$ cat config.mk
export PLATFORM = sky130hd
export DESIGN_NAME = lfdra_rem_pipe
export DESIGN_NICKNAME = d
export VERILOG_FILES = /design/src/hw/rtl/lfdra_rem_pipe.sv
export SDC_FILE = /design/constraint.sdc
export NUM_CORES = 1
export LEC_CHECK = 0
export ABC_AREA = 1
export BUFFER_PORTS_ARGS = -buffer_cell sky130_fd_sc_hd__buf_2
export CORE_MARGIN = 4
export CORE_UTILIZATION = 49
export CTS_CLUSTER_SIZE = 8
export DETAILED_ROUTE_END_ITERATION = 12
export PLACE_DENSITY = 0.66
export SYNTH_ARGS = -nofsm -noshare
export SYNTH_HDL_FRONTEND = slang
export SYNTH_SLANG_ARGS = --single-unit
$ cat constraint.sdc
create_clock -name i_clk -period 13.2 [get_ports i_clk]
set_input_delay 1.32 -clock i_clk [delete_from_list [all_inputs] [get_ports i_clk]]
set_output_delay 1.32 -clock i_clk [all_outputs]
set_load 0.1 [all_outputs]
$ cat src/hw/rtl/lfdra_rem_pipe.sv
// Pipelined restoring remainder: numerator modulo a static divisor, STEPS bits per stage.
// Depends on nothing; stage enables come from the parent's pipeline control.
module lfdra_rem_pipe #(
    parameter int NUM_W = 12,
    parameter int DEN_W = 13,
    parameter int STEPS = 6,
    localparam int NSTG = (NUM_W + STEPS - 1) / STEPS
) (
    input  logic             i_clk,
    input  logic [NSTG-1:0]  i_take,
    input  logic [NUM_W-1:0] i_num,
    input  logic [DEN_W-1:0] i_den,
    output logic [DEN_W-1:0] o_rem
);

    localparam int PAD_W = NSTG * STEPS;

    for (genvar s = 0; s < NSTG; s++) begin : g_stg
        localparam int IN_W = PAD_W - s * STEPS;

        logic [DEN_W-1:0] rem_in;
        logic [IN_W-1:0]  num_in;
        logic [DEN_W-1:0] n_rem;
        logic [DEN_W-1:0] r_rem;

        if (s == 0) begin : g_first
            assign rem_in = '0;
            assign num_in = IN_W'(i_num);
        end else begin : g_next
            assign rem_in = g_stg[s-1].r_rem;
            assign num_in = g_stg[s-1].g_num.r_num;
        end

        always_comb begin
            logic [DEN_W:0] trial;
            n_rem = rem_in;
            for (int k = 0; k < STEPS; k++) begin
                trial = {n_rem, num_in[IN_W-1-k]};
                if (trial >= {1'b0, i_den}) begin
                    trial = trial - {1'b0, i_den};
                end
                n_rem = trial[DEN_W-1:0];
            end
        end

        always_ff @(posedge i_clk) begin
            if (i_take[s]) begin
                r_rem <= n_rem;
            end
        end

        // numerator bits still to be consumed by later stages
        if (s < NSTG - 1) begin : g_num
            logic [IN_W-STEPS-1:0] r_num;
            always_ff @(posedge i_clk) begin
                if (i_take[s]) begin
                    r_num <= num_in[IN_W-STEPS-1:0];
                end
            end
        end
    end

    assign o_rem = g_stg[NSTG-1].r_rem;

endmodule

After elaboration in Yosys (flattened, before gate mapping)
Index checks and enable logic that the tools add are counted.
{"block": "totals", "latch_bits": 0, "mem_bits_rw": 0, "wordCells": 39, "input_bits": 28, "output_inout_bits": 13, "ff_bits": 32, "romBits": 0, "mem_count": 0}
{"block": "op_classes", "order_cmp": 12, "muxes": 12, "n_addsub": 12, "n_reduce_logical": 0, "bitwise": 0, "n_eq_ne": 0, "div_mod_pow": 0, "n_mul": 0, "n_shift": 0}
{"op": "$mux 13", "count": 12}
{"op": "$ge 14x13->1", "count": 11}
{"op": "$sub 13x13->13", "count": 11}
{"op": "$ge 1x13->1", "count": 1}
{"op": "$sub 1x13->13", "count": 1}

Depth between registers and ports, before layout
Gate-level depths: netlist (run 1).
{"block": "logic_depth", "ltp_word": 12, "mapped_depth": 80, "depth_no_buf": 76}

Worst setup path before layout (run 1)
Ideal clock, no wire load.
{"block": "synth_path", "path_type": "input-to-reg", "startpoint": "input port i_den[1]", "endpoint": "register g_stg[1].r_rem[4], in the netlist o_rem[4] (data pin)", "setup_ps": 253, "t_required_ps": 12947, "stages": 70, "path_buffers": 6, "path_slack_ps": 1553, "arrival_ps": 11394, "cell_sequence": "inv_1 -> fa_1 -> nand2_1 -> nand3_2 -> nand2_1 -> nand3_4 -> buf_2 -> o21ai_0 -> inv_1 -> ha_1 -> nand2_1 -> nor2_1 -> nand2_1 -> inv_1 -> nand2_1 -> nand3_1 -> a21oi_2 -> nand3_4 -> (+34 left out) -> a21oi_1 -> o21bai_1 -> a21oi_1 -> a21boi_2 -> buf_4 -> nand3_1 -> nand2_1 -> ha_1 -> a21oi_1 -> o21ai_0 -> a21oi_1 -> o21a_1 -> o221ai_1 -> a21oi_1 -> nand3_2 -> buf_6 -> nand2_1 -> nand2_1"}
{"block": "synth_via", "elab_chain_len": 12, "elab_cells_between_ends": 18, "cone_classes": "add/sub: 6; order compare: 6; mux: 6"}
{"element": "start, declared", "line": "12", "rtl": "input logic [DEN_W-1:0] i_den,"}
{"element": "$sub 13x13->13 / $ge 14x13->1 (equally long branches)", "line": "40, 39"}
{"element": "$mux 13", "line": "39", "rtl": "if (trial >= {1'b0, i_den}) begin"}
{"element": "$sub 13x13->13 / $ge 14x13->1 (equally long branches)", "line": "40, 39"}
{"element": "$mux 13", "line": "39"}
{"element": "$sub 13x13->13 / $ge 14x13->1 (equally long branches)", "line": "40, 39"}
{"element": "$mux 13", "line": "39"}
{"element": "$sub 13x13->13 / $ge 14x13->1 (equally long branches)", "line": "40, 39"}
{"element": "$mux 13", "line": "39"}
{"element": "$ge 14x13->1 / $sub 13x13->13 (equally long branches)", "line": "39, 40"}
{"element": "$mux 13", "line": "39"}
{"element": "$sub 13x13->13 / $ge 14x13->1 (equally long branches)", "line": "40, 39"}
{"element": "$mux 13 (*)", "line": "39"}
{"element": "end signal, assigned", "line": "48", "rtl": "r_rem <= n_rem;"}
{"element": "end, declared", "line": "24", "rtl": "logic [DEN_W-1:0] r_rem;"}
Mark *: on every way between the ends. The rest lies on a longest branch, timed or not.
A chain may end at the register's enable or synchronous reset.

Worst setup path after layout (run 1)
{"block": "layout_path", "startpoint": "input port i_den[0]", "endpoint": "register g_stg[0].r_rem[5] (data pin)"}
{"block": "layout_via", "elab_chain_len": 12, "elab_cells_between_ends": 18, "cone_classes": "add/sub: 6; order compare: 6; mux: 6"}
{"element": "$sub 1x13->13 / $ge 1x13->1 (equally long branches)", "line": "40, 39"}
{"element": "$mux 13", "line": "39"}
{"element": "$sub 13x13->13 / $ge 14x13->1 (equally long branches)", "line": "40, 39"}
{"element": "$mux 13", "line": "39"}
{"element": "$sub 13x13->13 / $ge 14x13->1 (equally long branches)", "line": "40, 39"}
{"element": "$mux 13", "line": "39"}
{"element": "$sub 13x13->13 / $ge 14x13->1 (equally long branches)", "line": "40, 39"}
{"element": "$mux 13", "line": "39"}
{"element": "$sub 13x13->13 / $ge 14x13->1 (equally long branches)", "line": "40, 39"}
{"element": "$mux 13", "line": "39"}
{"element": "$sub 13x13->13 / $ge 14x13->1 (equally long branches)", "line": "40, 39"}
{"element": "$mux 13 (*)", "line": "39"}
{"element": "end signal, assigned", "line": "48"}
{"element": "end, declared", "line": "24"}
Marks and branches as above.

==> flow_summary.ini, run 1 <==
[status]
run_status = completed

[floorplanning]
core_sq_mm = 0.01972
floorplan.die.width_um = 150.5
io_pins = 41
rows = 51
start_util_pct = 50.45
die_area_sq_mm = 0.02265
floorplan.die.height_um = 150.5

[logic_synthesis]
ys.warnings.count = 0
yosys_register_bits = 32
synth_adder_area_share_pct = 20.45
fraction_of_the_mapped_netlist_area_in_compound_gates_pct = 14.44
synthesis.area_sq_mm = 0.009948
synth.avg_cell_area_sq_um = 6.210
asyncSetResetFlopFracSynth_pct = 0
synth-edff-count = 32
synth-xor-area-share_pct = 9.332
synth.area.mux_share_pct = 0
synth.yosys.seq_area_share_pct = 9.659
synth.distinct_cells = 50
combinational_family_with_the_most_area_after_synthesis = simple AND/OR/NAND/NOR gates
netlist_instances = 1602
syn-num-nets = 1786
synth-simple-area-share_pct = 35.62
synth_ff_type = sky130_fd_sc_hd__edfxtp_1

[placed_design]
post-place-cells = 1913
place.port_buffers = 40
dpl.hpwl_um = 24610
place_congestion = 0.9772

[worst_setup_path]
worstPathArrival_ps = 12290
worstPathMaxFanout = 16
cpPeakStageDelay_ps = 440
setup.worst_path.class = in -> reg
crit_reg_reg_endpoint = o_rem[4]$_DFFE_PP_
critical_path.reg2reg.startpoint = g_stg[0].g_num.r_num[5]$_DFFE_PP_
timing.critical_path.to_type = flop
cp_launch_type = input pin
timing.critical_path.mode_cell = sky130_fd_sc_hd__nand2_1
endpoint = g_stg[0].r_rem[5]$_DFFE_PP_
rrSetupSlack_ps = 1760
required_ps = 13230
reg2regPathDepth = 68
timing.critical_path.from = i_den[0]
critical_path.slowest_cell = sky130_fd_sc_hd__ha_1

[timing]
setup-tns-final_ps = 0
clock-skew-final_ps = 4.702
drv_slew = 0
worst_hold_slack_ps = 692.0
setup_violations = 0
final_min_period_over_clock_period_pct = 92.88
post-route-min-period_ps = 12260
worstMarginPinSlew_ps = 566.7
count_of_final_hold_check_violations = 0
maxClockFrequency_ghz = 0.08157
worst_slew_margin_rel_pct = 62.22

[routing]
final_antenna_net_count = 0
detail_route.first_pass.iterations = 5
drt-initial-drc-count = 578
route.detailed.wl_per_inst_um = 16.13
drcViolationCount = 0
num_vias = 10504
via_per_inst = 5.442
drt_wl_total_um = 31130

[grt]
track_usage_pct = 27.72
grt_first_pass_wirelength_um = 50010
top_usage_layer = met2
globalRouteMet3Util_pct = 2.378
initial_antenna_violation_count = 0
grtUsageMet1_pct = 39.40
grt.met2_usage_pct = 44.63
via_count_of_the_first_global_routing_pass = 9783
maximum_number_of_pins_on_one_net_before_global_route_repair = 20
global_route.overflow_total = 0

[clocking]
maximum_clock_insertion_buffer_count = 2
clock-sinks = 32
clk-insertion-delay-late_ps = 280
clock_tree.root_cell = sky130_fd_sc_hd__clkbuf_16
cts_htree_levels = 2
holdBufCountCts = 0
tritoncts.num_buffers = 5
tritoncts = built
worst_setup_hold_path_clk_slew_ps = 60

[hold_path]
hold_path.class = reg -> reg

[final_layout]
flow.area_growth_from_synthesis_pct = 9.168
antenna_cells = 0
final_cells = 1930
final_common_cell = sky130_fd_sc_hd__nand2_1
design.final.nets = 1848
ratio_of_cells_with_drive_above_1_in_the_final_layout_pct = 9.790
filler_cells_inserted = 2021
final_cell_mix = sky130_fd_sc_hd__nand2_1, sky130_fd_sc_hd__inv_1, sky130_fd_sc_hd__ha_1, sky130_fd_sc_hd__nand3_1, sky130_fd_sc_hd__a21oi_1

[job]
max_cap_viol_count = 0
cells in the mapped netlist (10+ instances only):
cell type                  count  share of area [%]
sky130_fd_sc_hd__a21oi_1     104                5.2
sky130_fd_sc_hd__a31oi_1      14               0.88
sky130_fd_sc_hd__edfxtp_1     32                9.7
sky130_fd_sc_hd__fa_1         11                2.2
sky130_fd_sc_hd__ha_1        145                 18
sky130_fd_sc_hd__inv_1       217                8.2
sky130_fd_sc_hd__inv_2        12               0.45
sky130_fd_sc_hd__nand2_1     524                 20
sky130_fd_sc_hd__nand2_2      10               0.63
sky130_fd_sc_hd__nand3_1     113                5.7
sky130_fd_sc_hd__nand4_1      19                1.2
sky130_fd_sc_hd__nor2_1       89                3.4
sky130_fd_sc_hd__nor3_1       11               0.55
sky130_fd_sc_hd__o21ai_0      62                3.1
sky130_fd_sc_hd__o21bai_1     16                1.2
sky130_fd_sc_hd__xnor2_1      37                3.3
sky130_fd_sc_hd__xor2_1       69                6.1
sequential cells by signal, summed over array words and instances, names as in the netlist:
name               flops
g_stg.r_rem           13
o_rem                 13
g_stg.g_num.r_num      6
final cells by class:
class | count | area [sq um] | area share (%)
clock buffers | 5 | 125.1 | 1.152
clock inverters | 3 | 37.54 | 0.3456
inverters | 230 | 869.6 | 8.007
multi-input cells | 1316 | 8030 | 73.94
flip-flops and latches | 32 | 960.9 | 8.848
well taps | 265 | 331.6 | 3.053
repair buffers | 79 | 505.5 | 4.654
logic make-up (layout without fill, tap and decap cells):
group                      after synthesis  count (layout)
AOI/OAI and AO/OA                      244             244
xor gates and xnor gates               106             106
adders and majority gates              156             156
buffers and inverters                  254             317
DFF                                     32              32
and+or+nand+nor                        810             810
stage by stage:
stage / util [%] / instance area, sq um / setup WS [ps]
6_report: 55.08 / 10860 / 940.4
5_1_grt: 55.08 / 10860 / -60.45
4_1_cts: 54.24 / 10690 / 116.6
3_5_place_dp: 53.39 / 10530 / -284.0
3_3_place_gp: 53.39 / 10530 / -272.5
2_1_floorplan: - / 9948 / 1553
timing repair:
item | in CTS | in global routing
setup endpoints to repair | 3 | 26
setup buffers | 0 | 9
pin swaps | 0 | 2
resized for setup | 1 | 26
endpoints found under the hold margin | 0 | 0
worst min path at each step:
stage | cells past startpoint | startpoint | endpoint
final | 2 | g_stg[0].g_num.r_num[0]$_DFFE_PP_ | o_rem[0]$_DFFE_PP_
after global routing | 2 | g_stg[0].g_num.r_num[0]$_DFFE_PP_ | o_rem[0]$_DFFE_PP_
after CTS | 2 | g_stg[0].g_num.r_num[0]$_DFFE_PP_ | o_rem[0]$_DFFE_PP_
after detailed placement | 2 | g_stg[0].g_num.r_num[0]$_DFFE_PP_ | o_rem[0]$_DFFE_PP_
after global placement | 2 | g_stg[0].g_num.r_num[0]$_DFFE_PP_ | o_rem[0]$_DFFE_PP_
after floorplan | 2 | g_stg[0].g_num.r_num[0]$_DFFE_PP_ | o_rem[0]$_DFFE_PP_
worst max-delay path, delay by kind of cell:
family | cells | cell delay (ps)
simple gates | 30 | 3570
compound gates | 22 | 4130
buf+inv | 11 | 1270
fa+ha+maj | 6 | 1950
metal layers:
| layer | part of all wire, % | routed length, um | vias to the layer above |
|---|---|---|---|
| li1 | - | - | 5389 |
| met1 | 46 | 14450 | 4738 |
| met2 | 45 | 13910 | 312 |
| met3 | 5.8 | 1813 | 65 |
| met4 | 3.1 | 954 | 0 |
| met5 | 0 | 0 | - |
Power of run 1 is left out: the tool's default activity adds up to more than one toggle a clock period on the data nets, which glitch-free logic cannot reach.
==> inputs of run 2 (changes only) <==
MAX_ROUTING_LAYER = met4   (was not set)
==> flow_summary.ini, run 2 (same netlist as run 1, synthesis figures left out) <==
[status]
run_status = completed

[timing]
post-route-min-period_ps = 12250
finalWorstSetupSlack_ps = 947.8
count_of_final_hold_check_violations = 0
clock-skew-final_ps = 9.599
worstMarginPinSlew_ps = 585.6
drv_slew = 0
final_min_period_over_clock_period_pct = 92.82
worst_slew_margin_rel_pct = 60.96
maxClockFrequency_ghz = 0.08162
setup_violations = 0

[worst_setup_path]
timing.critical_path.to_type = flop
critical_path.slowest_cell = sky130_fd_sc_hd__ha_1
worstPathMaxFanout = 17
cpPeakStageDelay_ps = 380
worstPathArrival_ps = 12280
required_ps = 13230
timing.critical_path.mode_cell = sky130_fd_sc_hd__nand2_1
cp_launch_type = input pin
setup.worst_path.class = in -> reg

[clocking]
tritoncts = built
tritoncts.num_buffers = 5
maximum_clock_insertion_buffer_count = 2
clock_tree.root_cell = sky130_fd_sc_hd__clkbuf_16
worst_setup_hold_path_clk_slew_ps = 60
cts_htree_levels = 2
clk-insertion-delay-late_ps = 290
holdBufCountCts = 0
clock-sinks = 32

[routing]
detail_route.first_pass.iterations = 5
drt_wl_total_um = 30970
num_vias = 10424
final_antenna_net_count = 0
drcViolationCount = 0
drt-initial-drc-count = 663
via_per_inst = 5.390
route.detailed.wl_per_inst_um = 16.01

[grt]
track_usage_pct = 28.44
via_count_of_the_first_global_routing_pass = 9847
maximum_number_of_pins_on_one_net_before_global_route_repair = 20
global_route.overflow_total = 0
grt_first_pass_wirelength_um = 49940
initial_antenna_violation_count = 0

[final_layout]
final_common_cell = sky130_fd_sc_hd__nand2_1
flow.area_growth_from_synthesis_pct = 9.433
final-seq-area_sq_um = 960.9
filler_cells_inserted = 2000
stdcell_area_sq_mm = 0.01089
design.final.nets = 1852
area_occupied_by_multi_input_gates_sq_mm = 0.008029
ratio_of_cells_with_drive_above_1_in_the_final_layout_pct = 9.946
antenna_cells = 0
final_cell_mix = sky130_fd_sc_hd__nand2_1, sky130_fd_sc_hd__inv_1, sky130_fd_sc_hd__ha_1, sky130_fd_sc_hd__nand3_1, sky130_fd_sc_hd__a21oi_1
final_cells = 1934

[floorplanning]
floorplan.die.height_um = 150.5
floorplan.die.width_um = 150.5
rows = 51
die_area_sq_mm = 0.02265
start_util_pct = 50.45
core_sq_mm = 0.01972
io_pins = 41

[placed_design]
dpl.hpwl_um = 24360
post-place-cells = 1916
place_congestion = 1.022
place.port_buffers = 40
placement.setup.worst_slack_ps = -264.8
dpl-instance-area_sq_mm = 0.01055

[hold_path]
hold_path.class = reg -> reg

[job]
max_cap_viol_count = 0
run 2: changes by cell type in the layout (fill, tap and decap cells not counted), sizes merged:
cell | before | now
buf | 79 | 82
clkinvlp | 1 | 2
run 2: metrics by stage:
step                setup TNS (ps)  hold WS [ps]  util, %
global route                 -1113         704.1    55.21
finish                           0         682.1    55.21
CTS                              0         689.7    54.35
floorplan                        0         566.6        -
global placement             -3954         685.6    53.50
detailed placement           -3225         671.7    53.50
run 2: layout make-up:
type | count | share of cell area (%)
multi-input combinational | 1316 | 73.75
timing repair buffer | 82 | 4.850
timing repair inverter | 1 | 0.04597
inverter | 230 | 7.988
clock buffer | 5 | 1.149
tap | 265 | 3.046
clock inverter | 3 | 0.3448
sequential | 32 | 8.827
run 2: worst paths after layout:
| path | from | endpoint | slack, ps | depth (start not counted) |
|---|---|---|---|---|
| max | i_den[0] | g_stg[0].r_rem[6]$_DFFE_PP_ | 950 | 71 |
| min | g_stg[0].g_num.r_num[0]$_DFFE_PP_ | o_rem[0]$_DFFE_PP_ | 680 | 2 |
| max reg2reg | g_stg[0].g_num.r_num[5]$_DFFE_PP_ | o_rem[5]$_DFFE_PP_ | 1810 | 69 |
| min reg2reg | g_stg[0].g_num.r_num[0]$_DFFE_PP_ | o_rem[0]$_DFFE_PP_ | 680 | 2 |
run 2: worst max-delay path, delay by kind of cell:
kind / cells / cell delay [ps]
simple gates: 35 / 3970
compound gates: 20 / 3730
fa+ha+maj: 6 / 1870
buf+inv: 10 / 1320
run 2: metal layers:
metal | vias up | GRT usage, % | wire length [um]
met5 | - | - | 0
met4 | 0 | 7.228 | 856
met3 | 63 | 2.649 | 1883
met2 | 315 | 45.95 | 14100
met1 | 4646 | 38.43 | 14130
li1 | 5400 | - | -
run 2: repair_timing:
item,4_1_cts,5_1_grt
endpoints found under the hold margin,0,0
cloned,0,1
setup endpoints to repair,6,26
setup buffers,0,9
gates resized for setup,1,25
pin swaps,0,1
Power of run 2 is left out for the same reason.
