`src/hw/rtl/lfdra_pkg.sv`:
```
// Shared types and constants for the light-field disparity remap address block.
// Used by lfdra_cfg and light_field_disparity_remap_address.
package lfdra_pkg;

    localparam int MAX_SPATIAL = 4096;
    localparam int MAX_VIEWS   = 256;

    // field widths
    localparam int X_W     = 12;              // pixel coordinate
    localparam int V_W     = 8;               // view index
    localparam int EXT_W   = 13;              // spatial extent register
    localparam int VEXT_W  = 9;               // view count register
    localparam int STEP_W  = 32;              // disparity step
    localparam int IDX_W   = 40;              // linear index
    localparam int SUM_W   = EXT_W + 1;       // wrap adder

    // datapath widths
    localparam int VYVA_W  = V_W + VEXT_W;    // view row times views across
    localparam int BASE_W  = 16;              // view number
    localparam int BH_MUL_W = BASE_W + EXT_W;
    localparam int BH_W    = 28;              // view number times height, plus y
    localparam int IDX_MUL_W = BH_W + EXT_W;
    localparam int SHIFT_W = V_W + STEP_W;    // shift magnitude

    // APB
    localparam int ADDR_W  = 5;
    localparam int DATA_W  = 32;

    typedef enum logic [2:0] {
        REG_SPATIAL_WIDTH   = 3'd0,
        REG_SPATIAL_HEIGHT  = 3'd1,
        REG_VIEWS_ACROSS    = 3'd2,
        REG_VIEWS_DOWN      = 3'd3,
        REG_HORIZONTAL_STEP = 3'd4,
        REG_VERTICAL_STEP   = 3'd5,
        REG_INVERSE_MODE    = 3'd6
    } t_reg_idx;

    // effective configuration seen by the datapath
    typedef struct packed {
        logic [EXT_W-1:0]  w;
        logic [EXT_W-1:0]  h;
        logic [VEXT_W-1:0] va;
        logic [VEXT_W-1:0] vd;
        logic [V_W-1:0]    half_va;
        logic [V_W-1:0]    half_vd;
        logic [STEP_W-1:0] hmag;
        logic              hneg;
        logic [STEP_W-1:0] vmag;
        logic              vneg;
        logic              inv;
    } t_cfg;

    // per-item fields carried alongside the shift remainder
    typedef struct packed {
        logic [X_W-1:0] x;
        logic [X_W-1:0] y;
        logic           hneg;
        logic           vneg;
    } t_mid;

endpackage

```
`src/hw/rtl/lfdra_cfg.sv`:
```
// APB register file: raw registers for readback plus clamped extents and step magnitudes.
// Depends on lfdra_pkg.
module lfdra_cfg (
    input  logic                          i_clk,
    input  logic                          i_rst_n,
    input  logic                          psel,
    input  logic                          penable,
    input  logic                          pwrite,
    input  logic [lfdra_pkg::ADDR_W-1:0]  paddr,
    input  logic [lfdra_pkg::DATA_W-1:0]  pwdata,
    output logic [lfdra_pkg::DATA_W-1:0]  prdata,
    output logic                          pready,
    output lfdra_pkg::t_cfg               o_cfg
);

    logic [lfdra_pkg::EXT_W-1:0]  r_spatial_width;
    logic [lfdra_pkg::EXT_W-1:0]  r_spatial_height;
    logic [lfdra_pkg::VEXT_W-1:0] r_views_across;
    logic [lfdra_pkg::VEXT_W-1:0] r_views_down;
    logic [lfdra_pkg::STEP_W-1:0] r_horizontal_step;
    logic [lfdra_pkg::STEP_W-1:0] r_vertical_step;
    logic                         r_inverse_mode;

    logic [lfdra_pkg::EXT_W-1:0]  r_w;
    logic [lfdra_pkg::EXT_W-1:0]  r_h;
    logic [lfdra_pkg::VEXT_W-1:0] r_va;
    logic [lfdra_pkg::VEXT_W-1:0] r_vd;
    logic [lfdra_pkg::STEP_W-1:0] r_hmag;
    logic                         r_hneg;
    logic [lfdra_pkg::STEP_W-1:0] r_vmag;
    logic                         r_vneg;

    lfdra_pkg::t_reg_idx          idx;
    logic                         wr;
    logic [lfdra_pkg::STEP_W-1:0] step_mag;

    function automatic logic [lfdra_pkg::EXT_W-1:0] clamp_spatial(
        input logic [lfdra_pkg::EXT_W-1:0] v
    );
        logic [lfdra_pkg::EXT_W-1:0] res;
        if (v == '0) begin
            res = lfdra_pkg::EXT_W'(1);
        end else if (v > lfdra_pkg::EXT_W'(lfdra_pkg::MAX_SPATIAL)) begin
            res = lfdra_pkg::EXT_W'(lfdra_pkg::MAX_SPATIAL);
        end else begin
            res = v;
        end
        return res;
    endfunction

    function automatic logic [lfdra_pkg::VEXT_W-1:0] clamp_views(
        input logic [lfdra_pkg::VEXT_W-1:0] v
    );
        logic [lfdra_pkg::VEXT_W-1:0] res;
        if (v == '0) begin
            res = lfdra_pkg::VEXT_W'(1);
        end else if (v > lfdra_pkg::VEXT_W'(lfdra_pkg::MAX_VIEWS)) begin
            res = lfdra_pkg::VEXT_W'(lfdra_pkg::MAX_VIEWS);
        end else begin
            res = v;
        end
        return res;
    endfunction

    assign idx      = lfdra_pkg::t_reg_idx'(paddr[lfdra_pkg::ADDR_W-1:2]);
    assign wr       = psel && penable && pwrite;
    assign step_mag = pwdata[lfdra_pkg::STEP_W-1] ? (~pwdata + 1'b1) : pwdata;
    assign pready   = 1'b1;

    always_ff @(posedge i_clk) begin
        if (!i_rst_n) begin
            r_spatial_width   <= lfdra_pkg::EXT_W'(1);
            r_spatial_height  <= lfdra_pkg::EXT_W'(1);
            r_views_across    <= lfdra_pkg::VEXT_W'(1);
            r_views_down      <= lfdra_pkg::VEXT_W'(1);
            r_horizontal_step <= '0;
            r_vertical_step   <= '0;
            r_inverse_mode    <= 1'b0;
            r_w               <= lfdra_pkg::EXT_W'(1);
            r_h               <= lfdra_pkg::EXT_W'(1);
            r_va              <= lfdra_pkg::VEXT_W'(1);
            r_vd              <= lfdra_pkg::VEXT_W'(1);
            r_hmag            <= '0;
            r_hneg            <= 1'b0;
            r_vmag            <= '0;
            r_vneg            <= 1'b0;
        end else if (wr) begin
            case (idx)
                lfdra_pkg::REG_SPATIAL_WIDTH: begin
                    r_spatial_width <= pwdata[lfdra_pkg::EXT_W-1:0];
                    r_w             <= clamp_spatial(pwdata[lfdra_pkg::EXT_W-1:0]);
                end
                lfdra_pkg::REG_SPATIAL_HEIGHT: begin
                    r_spatial_height <= pwdata[lfdra_pkg::EXT_W-1:0];
                    r_h              <= clamp_spatial(pwdata[lfdra_pkg::EXT_W-1:0]);
                end
                lfdra_pkg::REG_VIEWS_ACROSS: begin
                    r_views_across <= pwdata[lfdra_pkg::VEXT_W-1:0];
                    r_va           <= clamp_views(pwdata[lfdra_pkg::VEXT_W-1:0]);
                end
                lfdra_pkg::REG_VIEWS_DOWN: begin
                    r_views_down <= pwdata[lfdra_pkg::VEXT_W-1:0];
                    r_vd         <= clamp_views(pwdata[lfdra_pkg::VEXT_W-1:0]);
                end
                lfdra_pkg::REG_HORIZONTAL_STEP: begin
                    r_horizontal_step <= pwdata;
                    r_hmag            <= step_mag;
                    r_hneg            <= pwdata[lfdra_pkg::STEP_W-1];
                end
                lfdra_pkg::REG_VERTICAL_STEP: begin
                    r_vertical_step <= pwdata;
                    r_vmag          <= step_mag;
                    r_vneg          <= pwdata[lfdra_pkg::STEP_W-1];
                end
                lfdra_pkg::REG_INVERSE_MODE: begin
                    r_inverse_mode <= pwdata[0];
                end
                default: begin
                end
            endcase
        end
    end

    always_comb begin
        case (idx)
            lfdra_pkg::REG_SPATIAL_WIDTH:   prdata = lfdra_pkg::DATA_W'(r_spatial_width);
            lfdra_pkg::REG_SPATIAL_HEIGHT:  prdata = lfdra_pkg::DATA_W'(r_spatial_height);
            lfdra_pkg::REG_VIEWS_ACROSS:    prdata = lfdra_pkg::DATA_W'(r_views_across);
            lfdra_pkg::REG_VIEWS_DOWN:      prdata = lfdra_pkg::DATA_W'(r_views_down);
            lfdra_pkg::REG_HORIZONTAL_STEP: prdata = r_horizontal_step;
            lfdra_pkg::REG_VERTICAL_STEP:   prdata = r_vertical_step;
            lfdra_pkg::REG_INVERSE_MODE:    prdata = lfdra_pkg::DATA_W'(r_inverse_mode);
            default:                        prdata = '0;
        endcase
    end

    always_comb begin
        o_cfg.w       = r_w;
        o_cfg.h       = r_h;
        o_cfg.va      = r_va;
        o_cfg.vd      = r_vd;
        o_cfg.half_va = r_va[lfdra_pkg::VEXT_W-1:1];
        o_cfg.half_vd = r_vd[lfdra_pkg::VEXT_W-1:1];
        o_cfg.hmag    = r_hmag;
        o_cfg.hneg    = r_hneg;
        o_cfg.vmag    = r_vmag;
        o_cfg.vneg    = r_vneg;
        o_cfg.inv     = r_inverse_mode;
    end

endmodule

```
`config.mk`:
```
export PLATFORM = sky130hd
export DESIGN_NAME = lfdra_cfg
export DESIGN_NICKNAME = d
export VERILOG_FILES = /design/src/hw/rtl/lfdra_pkg.sv /design/src/hw/rtl/lfdra_cfg.sv
export SDC_FILE = /design/constraint.sdc
export NUM_CORES = 1
export LEC_CHECK = 0
export CORE_UTILIZATION = 27
export DETAILED_ROUTE_END_ITERATION = 16
export DONT_BUFFER_PORTS = 1
export GPL_TIMING_DRIVEN = 0
export HOLD_SLACK_MARGIN = 0.06
export PLACE_DENSITY = 0.47
export SLEW_MARGIN = 30
export SYNTH_ARGS = -nofsm -noshare
export SYNTH_HDL_FRONTEND = slang
export SYNTH_SLANG_ARGS = --single-unit
```
`constraint.sdc`:
```
create_clock -name i_clk -period 2.89 [get_ports i_clk]
set_input_delay 0.1445 -clock i_clk [delete_from_list [all_inputs] [get_ports i_clk]]
set_output_delay 0.1445 -clock i_clk [all_outputs]
set_load 0.02 [all_outputs]
```
Word level (Yosys, flattened, before mapping):

Index checks and enable logic that the tools add are counted.

* RAM bits: 0
* word-level logic and storage cells: 43
* memories: 0
* output and inout bits: 160
* ROM bits: 0
* bits in latches: 0
* bits in registers: 219
* input port bits: 42

* $lt $le $gt $ge: 2
* muxes and demuxes: 6
* equality and inequality tests: 6
* shift-type cells: 0
* bitwise logic cells: 1
* reductions and logical operators: 12
* div/mod/pow operators: 0
* add/sub/neg operators: 1
* multipliers: 0

Operators by type and width (count)
* 32-bit case mux with 7 select lines: 1
* 32-bit by 1-bit adder with 32-bit output (second input constant): 1
* 32-bit two-way mux: 1
* 32-bit NOT: 1
* 13-bit two-way mux: 2
* 9-bit two-way mux: 2
* 2-bit AND reduction: 7
* 13-bit greater-than comparator (second input constant): 1
* 13-bit zero test: 1
* 3-bit equality test (second input constant): 3
* 9-bit greater-than comparator (second input constant): 1
* 9-bit zero test: 1
* 3-bit by 2-bit equality test with 1-bit output (second input constant): 2
* 3-bit by 1-bit equality test with 1-bit output (second input constant): 1
* 3-bit zero test: 1
* 1-bit logical AND: 2

Depth between registers and ports, before layout:

Gate-level depths: netlist of run 1.

* word-level depth: 3
* gate-level depth with buffers: 10
* mapped depth without buffers: 9

Worst setup path before layout of run 1:

No wires, ideal clock.

* path type: in2reg
* start point: in pwdata[0] (netlist name)
* end point: reg r_vmag[14] (netlist name)
* stages: 8
* path buffers: 1
* arrival: 1.956 ns
* setup slack: 0.849 ns
* cell sequence: clkbuf_1 inv_1 ha_1 or3b_1 nor4_4 a21boi_0 xnor2_1 a211oi_1

* cells in the longest elaborated chain, start to end: 3

Ends and longest elaborated chain
* from (decl): RTL line lfdra_cfg.sv:10 `input logic [lfdra_pkg::DATA_W-1:0] pwdata,`
* 32-bit NOT: RTL line lfdra_cfg.sv:67 `assign step_mag = pwdata[lfdra_pkg::STEP_W-1] ? (~pwdata + 1'b1) : pwdata;`
* 32-bit by 1-bit adder with 32-bit output: RTL line lfdra_cfg.sv:67
* 32-bit two-way mux: RTL line lfdra_cfg.sv:67
* to (signal assigned): RTL line lfdra_cfg.sv:112 `r_vmag <= step_mag;`
* to (decl): RTL line lfdra_cfg.sv:30 `logic [lfdra_pkg::STEP_W-1:0] r_vmag;`

Every way passes these cells.
A chain may end at the register's enable or synchronous reset.

Worst setup path in the final report of run 1:

* start point: in paddr[2] (netlist name)
* end point: out prdata[4] (netlist name)

* cells in the longest elaborated chain, start to end: 2
* elaborated cells between the ends (all ways): 8
* classes of those cells: eq/ne (6); mux (1); reduce/logical (1)

Ends and longest elaborated chain
* from (decl): RTL line lfdra_cfg.sv:9 `input logic [lfdra_pkg::ADDR_W-1:0] paddr,`
* 3-bit equality test, or another cell as far along: RTL line lfdra_cfg.sv:125 `case (idx)`
* 32-bit case mux with 7 select lines *: RTL line lfdra_cfg.sv:125
* to (decl): RTL line lfdra_cfg.sv:11 `output logic [lfdra_pkg::DATA_W-1:0] prdata,`

Mark *: on every way between the ends. The rest lies on a longest branch, timed or not.

==> results of run 1 <==
## placed cells by master (no fill, tap or decap), types with 6 or more instances in the layout
master,count
sky130_fd_sc_hd__nand2_1,273
sky130_fd_sc_hd__a2bb2oi_1,9
sky130_fd_sc_hd__a211oi_1,19
sky130_fd_sc_hd__o211ai_1,6
sky130_fd_sc_hd__xor2_1,22
sky130_fd_sc_hd__o21ai_0,47
sky130_fd_sc_hd__dlygate4sd3_1,26
sky130_fd_sc_hd__dfxtp_1,215
sky130_fd_sc_hd__a22o_1,19
sky130_fd_sc_hd__a22oi_1,16
sky130_fd_sc_hd__nor2_1,60
sky130_fd_sc_hd__clkbuf_8,8
sky130_fd_sc_hd__mux2i_1,13
sky130_fd_sc_hd__nand3_1,13
sky130_fd_sc_hd__o22ai_1,6
sky130_fd_sc_hd__clkbuf_1,85
sky130_fd_sc_hd__nor3_1,7
sky130_fd_sc_hd__buf_4,23
sky130_fd_sc_hd__inv_1,8
sky130_fd_sc_hd__a21oi_1,163
sky130_fd_sc_hd__mux4_2,9
sky130_fd_sc_hd__buf_1,7
sky130_fd_sc_hd__o31ai_1,11
sky130_fd_sc_hd__nor2b_1,17
sky130_fd_sc_hd__nand4_1,9
sky130_fd_sc_hd__nand2b_1,6
sky130_fd_sc_hd__clkbuf_16,27
## state kept, by name (all words and copies together) (netlist names)
register	cells
r_inverse_mode	1
r_hmag	31
r_spatial_width	13
r_va	9
r_h	13
r_views_down	9
r_vd	9
r_vmag	31
r_w	13
r_horizontal_step	32
r_vertical_step	32
r_spatial_height	13
r_views_across	9
## repair_timing
item                                   4_1_cts  5_1_grt
endpoints found under the hold margin       93        0
hold buffers                                26        0
gates resized for setup                      0        0
## per-layer routing
layer | vias up | track usage, %
li1 | 3976 | -
met1 | 4014 | 26.2
met2 | 256 | 33.3
met3 | 52 | 4.93
met4 | 2 | 5.80
met5 | - | 0
## cells by family after synthesis
group | after synthesis
flops | 215
buf+inv | 128
simple gates | 416
mux | 26
compound gates | 313
other cells | 1
xor+xnor | 27
fa+ha+maj | 3
## worst max-delay path: cells and delay by family
family / cells / cell delay, ns
buf+inv: 3 / 1.31
compound gates: 2 / 0.94
## power by group through the flow
stage               clock, mW  combinational, mW  sequential [mW]
floorplan                   0              0.253             3.08
global placement            0              0.385             3.09
detailed placement          0              0.387             3.09
CTS                      3.58              0.439             3.02
global route             3.69              0.472             3.02
finish                   3.51              0.437             3.02
## through the flow
stage	power [mW]	area, sq um
CTS	7.04	11000
floorplan	3.33	9230
global route	7.19	11000
finish	6.96	11000
global placement	3.47	9790
detailed placement	3.47	9800
## worst max-delay path by stage
stage / end / startpoint / cells past startpoint
floorplan: r_vmag[14]$_SDFFE_PN0P_ / pwdata[0] / 8
global placement: r_vd[1]$_SDFFE_PN0P_ / pwdata[0] / 10
detailed placement: r_vd[8]$_SDFFE_PN0P_ / pwdata[0] / 10
CTS: prdata[4] / paddr[2] / 5
global route: prdata[4] / paddr[2] / 5
finish: prdata[4] / paddr[2] / 5
## cell usage after synthesis, types with 16 or more instances
master                     count  share of area [%]
sky130_fd_sc_hd__nor2b_1      17                1.2
sky130_fd_sc_hd__a211oi_1     19                1.5
sky130_fd_sc_hd__nor2_1       61                2.5
sky130_fd_sc_hd__nand2_1     273                 11
sky130_fd_sc_hd__a21oi_1     163                8.8
sky130_fd_sc_hd__buf_4        23                1.9
sky130_fd_sc_hd__dfxtp_1     215                 47
sky130_fd_sc_hd__a22o_1       19                1.8
sky130_fd_sc_hd__clkbuf_1     84                3.4
sky130_fd_sc_hd__a22oi_1      16                1.3
sky130_fd_sc_hd__xor2_1       22                2.1
sky130_fd_sc_hd__o21ai_0      47                2.5
## layout make-up
type	instances	area, sq um
multi-input cells	786	4350
repair buffers	27	272
inverters	9	33.8
flip-flops and latches	215	4300
clock inverters	11	139
well taps	448	561
clock buffers	36	790
fillers	3574	22600
plain buffers	119	546
==> impl_results.md, run 1 <==
- Status: complete, no violations
- Cells traversed along the worst timing path: buf_2, buf_1, clkbuf_1, a31oi_1, o21ai_0
- Top routing layer in use: met5
- Total I/O pin count: around 200
- Fraction of power consumed by sequential logic: a little over two fifths
- Detailed router's first-iteration violation count: around 600
- Length of routed wiring on met1: ~16000 microns
- Critical path required time: 2.75 ns
- RSZ-0062 raised after global routing: false
- Setup Fix Bufs, Post-CTS: 0
- Relative area change from synthesis to final layout: 19.1%
- Largest family of logic cells by synthesized area: compound AO/OA/AOI/OAI gates
- Net Sw Power: around 1.7 mW
- Detailed-route via count: 8300
- Path depth of the worst reg2reg path: 2
- Deepest clock path buffer count: 3
- Leading register cell type out of synthesis: sky130_fd_sc_hd__dfxtp_1
- Root Buffer: sky130_fd_sc_hd__clkbuf_16
- Fraction of layout cells with a size suffix above 1: roughly 8.6%
- Internal Pwr Total: about 5.3 mW
- Setup TNS: 0 ns
- Nature of the critical path startpoint: input port
- First-pass iteration count of the detailed router: 4
- Static power due to leakage: around 3.7 nW
- Endpoint class of the critical path: output pin
- Min cycle time layout: ~2.5 ns
- Placed cell count: around 1600
- Initial Util: roughly 27%
- Cells after synthesis: roughly 1100
- Clock network power share: between 50 and 60%
- Post-Syn Area: just over 0.009 sq mm
- Final number of max-transition violations: 0
- Data arrival time of the critical path: roughly 2.4 ns
- Worst hold margin: a little under 0.08 ns
- Crit-path max FO: 10
- Max-cap check violation count: 0
- Final Skew: 0 ns
- Setup-violating endpoint count in the final report: 0
- Share of async-settable or async-resettable flops after synthesis: 0%
- Deepest level of the CTS H-tree: 1
- Worst R2R End: r_hmag[1]$_SDFFE_PN0P_
- Power per cell area: 634 mW/mm^2
- Xor and xnor fraction of the mapped netlist area: about 2.6%
- GRT Util Overall: around a fifth
- Remaining number of nets flagged by the antenna check after routing: 0
- Slew at the pin with the worst max-slew slack: around 0.90 ns
- Weighted congestion reported at the end of routability-driven placement: approximately 0.81
- Multiplexer share of the synthesized area: approximately 4.1%
- Worst setup path class: in -> out
- Number of antenna diodes: 0
- Placeable core area: ~0.034 sq mm
- Pin count of the biggest net entering global routing: 13
- DP Wirelength: ~25000 microns
- Syn_area_per_cell: 8.17 sq um
- CTS tree: yes
- Synthesis Warnings: 0
- Worst skew pair latency: 0.53 ns
- Area share of and/or/nand/nor cells after synthesis: approximately a fifth
- Area enclosed by the die boundary: about 0.035 sq mm
- FF+latch count, synth: ~220
- Min-Delay Path Depth: 3
- Share of power burned in combinational logic: ~6.3%
- Compound-Gate Fraction of Synth Area: roughly 20%
- Number of enable-type register cells in the synthesized netlist: 0
- TritonCTS Buffers: 26
- Net total in the final layout: roughly 1200
- Final core area utilization: between 30% and 40%
- Number of vias per cell: 5.03
- Slack of the critical path: around 0.34 ns
- Peak Freq: between 300 and 400 MHz
- Die Y: around 190 microns
- Site Rows: 67
- Met2 wire length: 16700 microns
- Endpoint of the worst hold-timing path: r_inverse_mode$_SDFFE_PN0P_
- Sequential share of the synthesized area: 46.7%
- Adder and majority cell fraction of the synthesized area: less than 1%
- Met3 WL post-DR: around 2500 microns
- CTS clock-pin slew for the worst setup and hold paths: roughly 0.060 ns
- Library cell contributing the largest single delay on the critical path: sky130_fd_sc_hd__o21ai_0
- Largest incremental delay on the critical path: between 0.7 and 0.8 ns
- Leftover overflow at the end of global routing: 0
- Routed wire length: roughly 36000 microns
- Worst hold path type: in -> reg
- Post-route DRC: 0
- Largest vdd supply drop: approximately 0.42 mV
- Count of endpoints failing hold in the final timing report: 0
- Initial antenna violation count: 1
- Port-buffer cells: 0
- Startpoint of the worst hold path: paddr[4]
- Cell Count, Final, Fillers Out: 1651
- Start of the worst register-to-register path: r_hmag[1]$_SDFFE_PN0P_
- Sink Count: ~220
- Horizontal die dimension: 187 microns
- Final period utilization: about nine tenths
- Via count of the first global-routing pass: approximately 8000
- Net count of the mapped netlist: 1173
- DP Worst Slack: between 0.08 and 0.09 ns
- Routed wirelength normalized by instance count: approximately 22 microns
- Flop-to-flop setup slack: about 2 ns
- Post-synth cell types: 57
- Slew Limit Headroom: slightly below 40%
- Net Sw Frac: about a quarter
- Wire length of the first global-routing pass: 53400 microns
(Power assumes the default switching activity.)
==> inputs of run 2 (changes only) <==
==> constraint.sdc (replaced) <==
create_clock -name i_clk -period 2.6 [get_ports i_clk]
set_input_delay 0.13 -clock i_clk [delete_from_list [all_inputs] [get_ports i_clk]]
set_output_delay 0.13 -clock i_clk [all_outputs]
set_load 0.02 [all_outputs]
==> impl_results.md, run 2 (synthesis gave the netlist of run 1 again) <==
- Routed wirelength normalized by instance count: ~22 microns
- Worst hold path type: in -> reg
- Area of the multi-input gates: 0.00435 sq mm
- Largest registers: r_horizontal_step (32), r_vertical_step (32)
- Net Sw Frac: between 20% and 30%
- Wire length of the first global-routing pass: roughly 53000 microns
- Worst setup path class: in -> reg
- Cell Count, Final, Fillers Out: between 1500 and 2000
- Placed cell count: roughly 1600
- Total I/O pin count: slightly above 200
- Final core area utilization: ~33%
- Sink Count: 215
- Data arrival time of the critical path: approximately 2.7 ns
- Internal Pwr Total: ~5.9 mW
- Startpoint of the worst hold path: paddr[4]
- Detailed-route via count: roughly 8300
- TritonCTS Buffers: 26
- Peak Freq: 431 MHz
- Remaining number of nets flagged by the antenna check after routing: 0
- Via count of the first global-routing pass: ~8000
- Max-cap check violation count: 0
- Path depth of the worst reg2reg path: 2
- Slack of the critical path: between 0.2 and 0.3 ns
- First-pass iteration count of the detailed router: 5
- Met3 WL post-DR: 2420 microns
- Relative area change from synthesis to final layout: 19.1%
- Detailed router's first-iteration violation count: approximately 600
- Length of routed wiring on met1: about 16000 microns
- Placeable core area: 0.0336 sq mm
- Final Skew: 0 ns
- Routed wire length: around 36000 microns
- Die Y: ~190 microns
- Library cell contributing the largest single delay on the critical path: sky130_fd_sc_hd__ha_1
- Deepest level of the CTS H-tree: 1
- Crit-path max FO: 8
- Post-route cell area: 0.0110 sq mm
- Initial Util: a little over a quarter
- Post-route DRC: 0
- Slew at the pin with the worst max-slew slack: around 0.88 ns
- Net total in the final layout: approximately 1200
- Instance area at placement: between 0.009 and 0.01 sq mm
- Area enclosed by the die boundary: approximately 0.035 sq mm
- Critical path required time: between 2 and 3 ns
- Number of antenna diodes: 0
- Endpoint class of the critical path: flop
- Leftover overflow at the end of global routing: 0
- Register area: between 0.004 and 0.005 sq mm
- Final number of max-transition violations: 0
- Initial antenna violation count: 1
- Setup TNS: 0 ns
- Start of the worst register-to-register path: r_hmag[1]$_SDFFE_PN0P_
- Deepest clock path buffer count: 3
- Count of endpoints failing hold in the final timing report: 0
- GRT Util Overall: about 20%
- Clock network power share: 50.3%
- Static power due to leakage: roughly 3.7 nW
- RSZ-0062 raised after global routing: false
- Flop-to-flop setup slack: ~1.7 ns
- DP Wirelength: 25400 microns
- Port-buffer cells: 0
- Min-Delay Path Depth: 3
- CTS tree: yes
- Largest vdd supply drop: 0.473 mV
- Endpoint of the worst hold-timing path: r_inverse_mode$_SDFFE_PN0P_
- Net Sw Power: 1.87 mW
- Largest incremental delay on the critical path: 0.51 ns
- Cells traversed along the worst timing path: clkbuf_1, inv_1, ha_1, nor3b_1, nand2_1, nor2_1, ha_1, nor2_1, nand2_1, a21oi_1
- Fraction of layout cells with a size suffix above 1: 8.56%
- Setup-violating endpoint count in the final report: 0
- Root Buffer: sky130_fd_sc_hd__clkbuf_16
- Crit path buffers/inverters: 2
- Power per cell area: about 700 mW/mm^2
- Nature of the critical path startpoint: input port
- Top routing layer in use: met5
- Worst skew pair latency: between 0.5 and 0.6 ns
- Met2 wire length: around 17000 microns
- Commonest non-fill, non-tap cell in the layout: sky130_fd_sc_hd__nand2_1
- Number of filler cells placed in the layout: between 3000 and 4000
- Fraction of power consumed by sequential logic: 43.4%
- Kind of cell adding the most delay to the critical path: simple AND/OR/NAND/NOR gates
- DP Worst Slack: -0.194 ns
- Share of power burned in combinational logic: 6.3%
- Site Rows: 67
- CTS clock-pin slew for the worst setup and hold paths: around 0.060 ns
- Setup Fix Bufs, Post-CTS: 0
- Pin count of the biggest net entering global routing: 13
- Number of vias per cell: 5.02
- Worst R2R End: r_hmag[1]$_SDFFE_PN0P_
- Weighted congestion reported at the end of routability-driven placement: just over 0.8
- Status: complete, no violations
- Slew Limit Headroom: 40.9%
- Min cycle time layout: roughly 2.3 ns
- Horizontal die dimension: 187 microns
- Final period utilization: between 80 and 90%
- Commonest cells after routing, fill and taps aside: sky130_fd_sc_hd__nand2_1, sky130_fd_sc_hd__dfxtp_1, sky130_fd_sc_hd__a21oi_1
## run 2: cell counts in the layout (fill, tap and decap cells not counted)
No cell type changed its count.
## run 2: repair_timing
item,CTS,global route
endpoints found under the hold margin,93,0
hold buffers,26,0
resized for setup,0,1
setup endpoints to repair,0,1
## run 2: stage by stage
step | hold WS [ns] | power [mW]
after floorplan | 0.266 | 3.71
after global placement | 0.269 | 3.86
after detailed placement | 0.272 | 3.86
after CTS | 0.0619 | 7.83
after global routing | 0.0778 | 7.99
final | 0.0674 | 7.74
## run 2: metal layers
metal	GRT usage, %	vias up
li1	-	3978
met1	26.2	4013
met2	33.3	244
met3	4.93	52
met4	5.80	2
met5	0	-
## run 2: area by class of cell
class / count / share of cell area (%)
multi-input cells: 786 / 39.5
repair buffers: 27 / 2.47
clock inverters: 11 / 1.26
well taps: 448 / 5.10
inverters: 9 / 0.307
flip-flops and latches: 215 / 39.2
clock buffers: 36 / 7.18
plain buffers: 119 / 4.96
## run 2: worst register-to-register path: cells and delay by family, from the launching register on
kind / cells / cell delay, ns
compound gates: 1 / 0.25
flops: 1 / 0.47
simple gates: 1 / 0.09
## run 2: power groups by stage
stage               Clock, mW  Sequential, mW  Combinational [mW]
floorplan                   0            3.42               0.282
global placement            0            3.43               0.428
detailed placement          0            3.43               0.430
CTS                      3.98            3.36               0.488
global route             4.10            3.36               0.525
finish                   3.90            3.36               0.486
## run 2: worst max path at each step
stage	startpoint	end	depth (start not counted)
after detailed placement	pwdata[0]	r_vd[8]$_SDFFE_PN0P_	10
final	pwdata[0]	r_vd[8]$_SDFFE_PN0P_	10
after global placement	pwdata[0]	r_vd[1]$_SDFFE_PN0P_	10
after CTS	paddr[2]	prdata[4]	5
after global routing	pwdata[0]	r_va[1]$_SDFFE_PN0P_	10
after floorplan	pwdata[0]	r_vmag[14]$_SDFFE_PN0P_	8
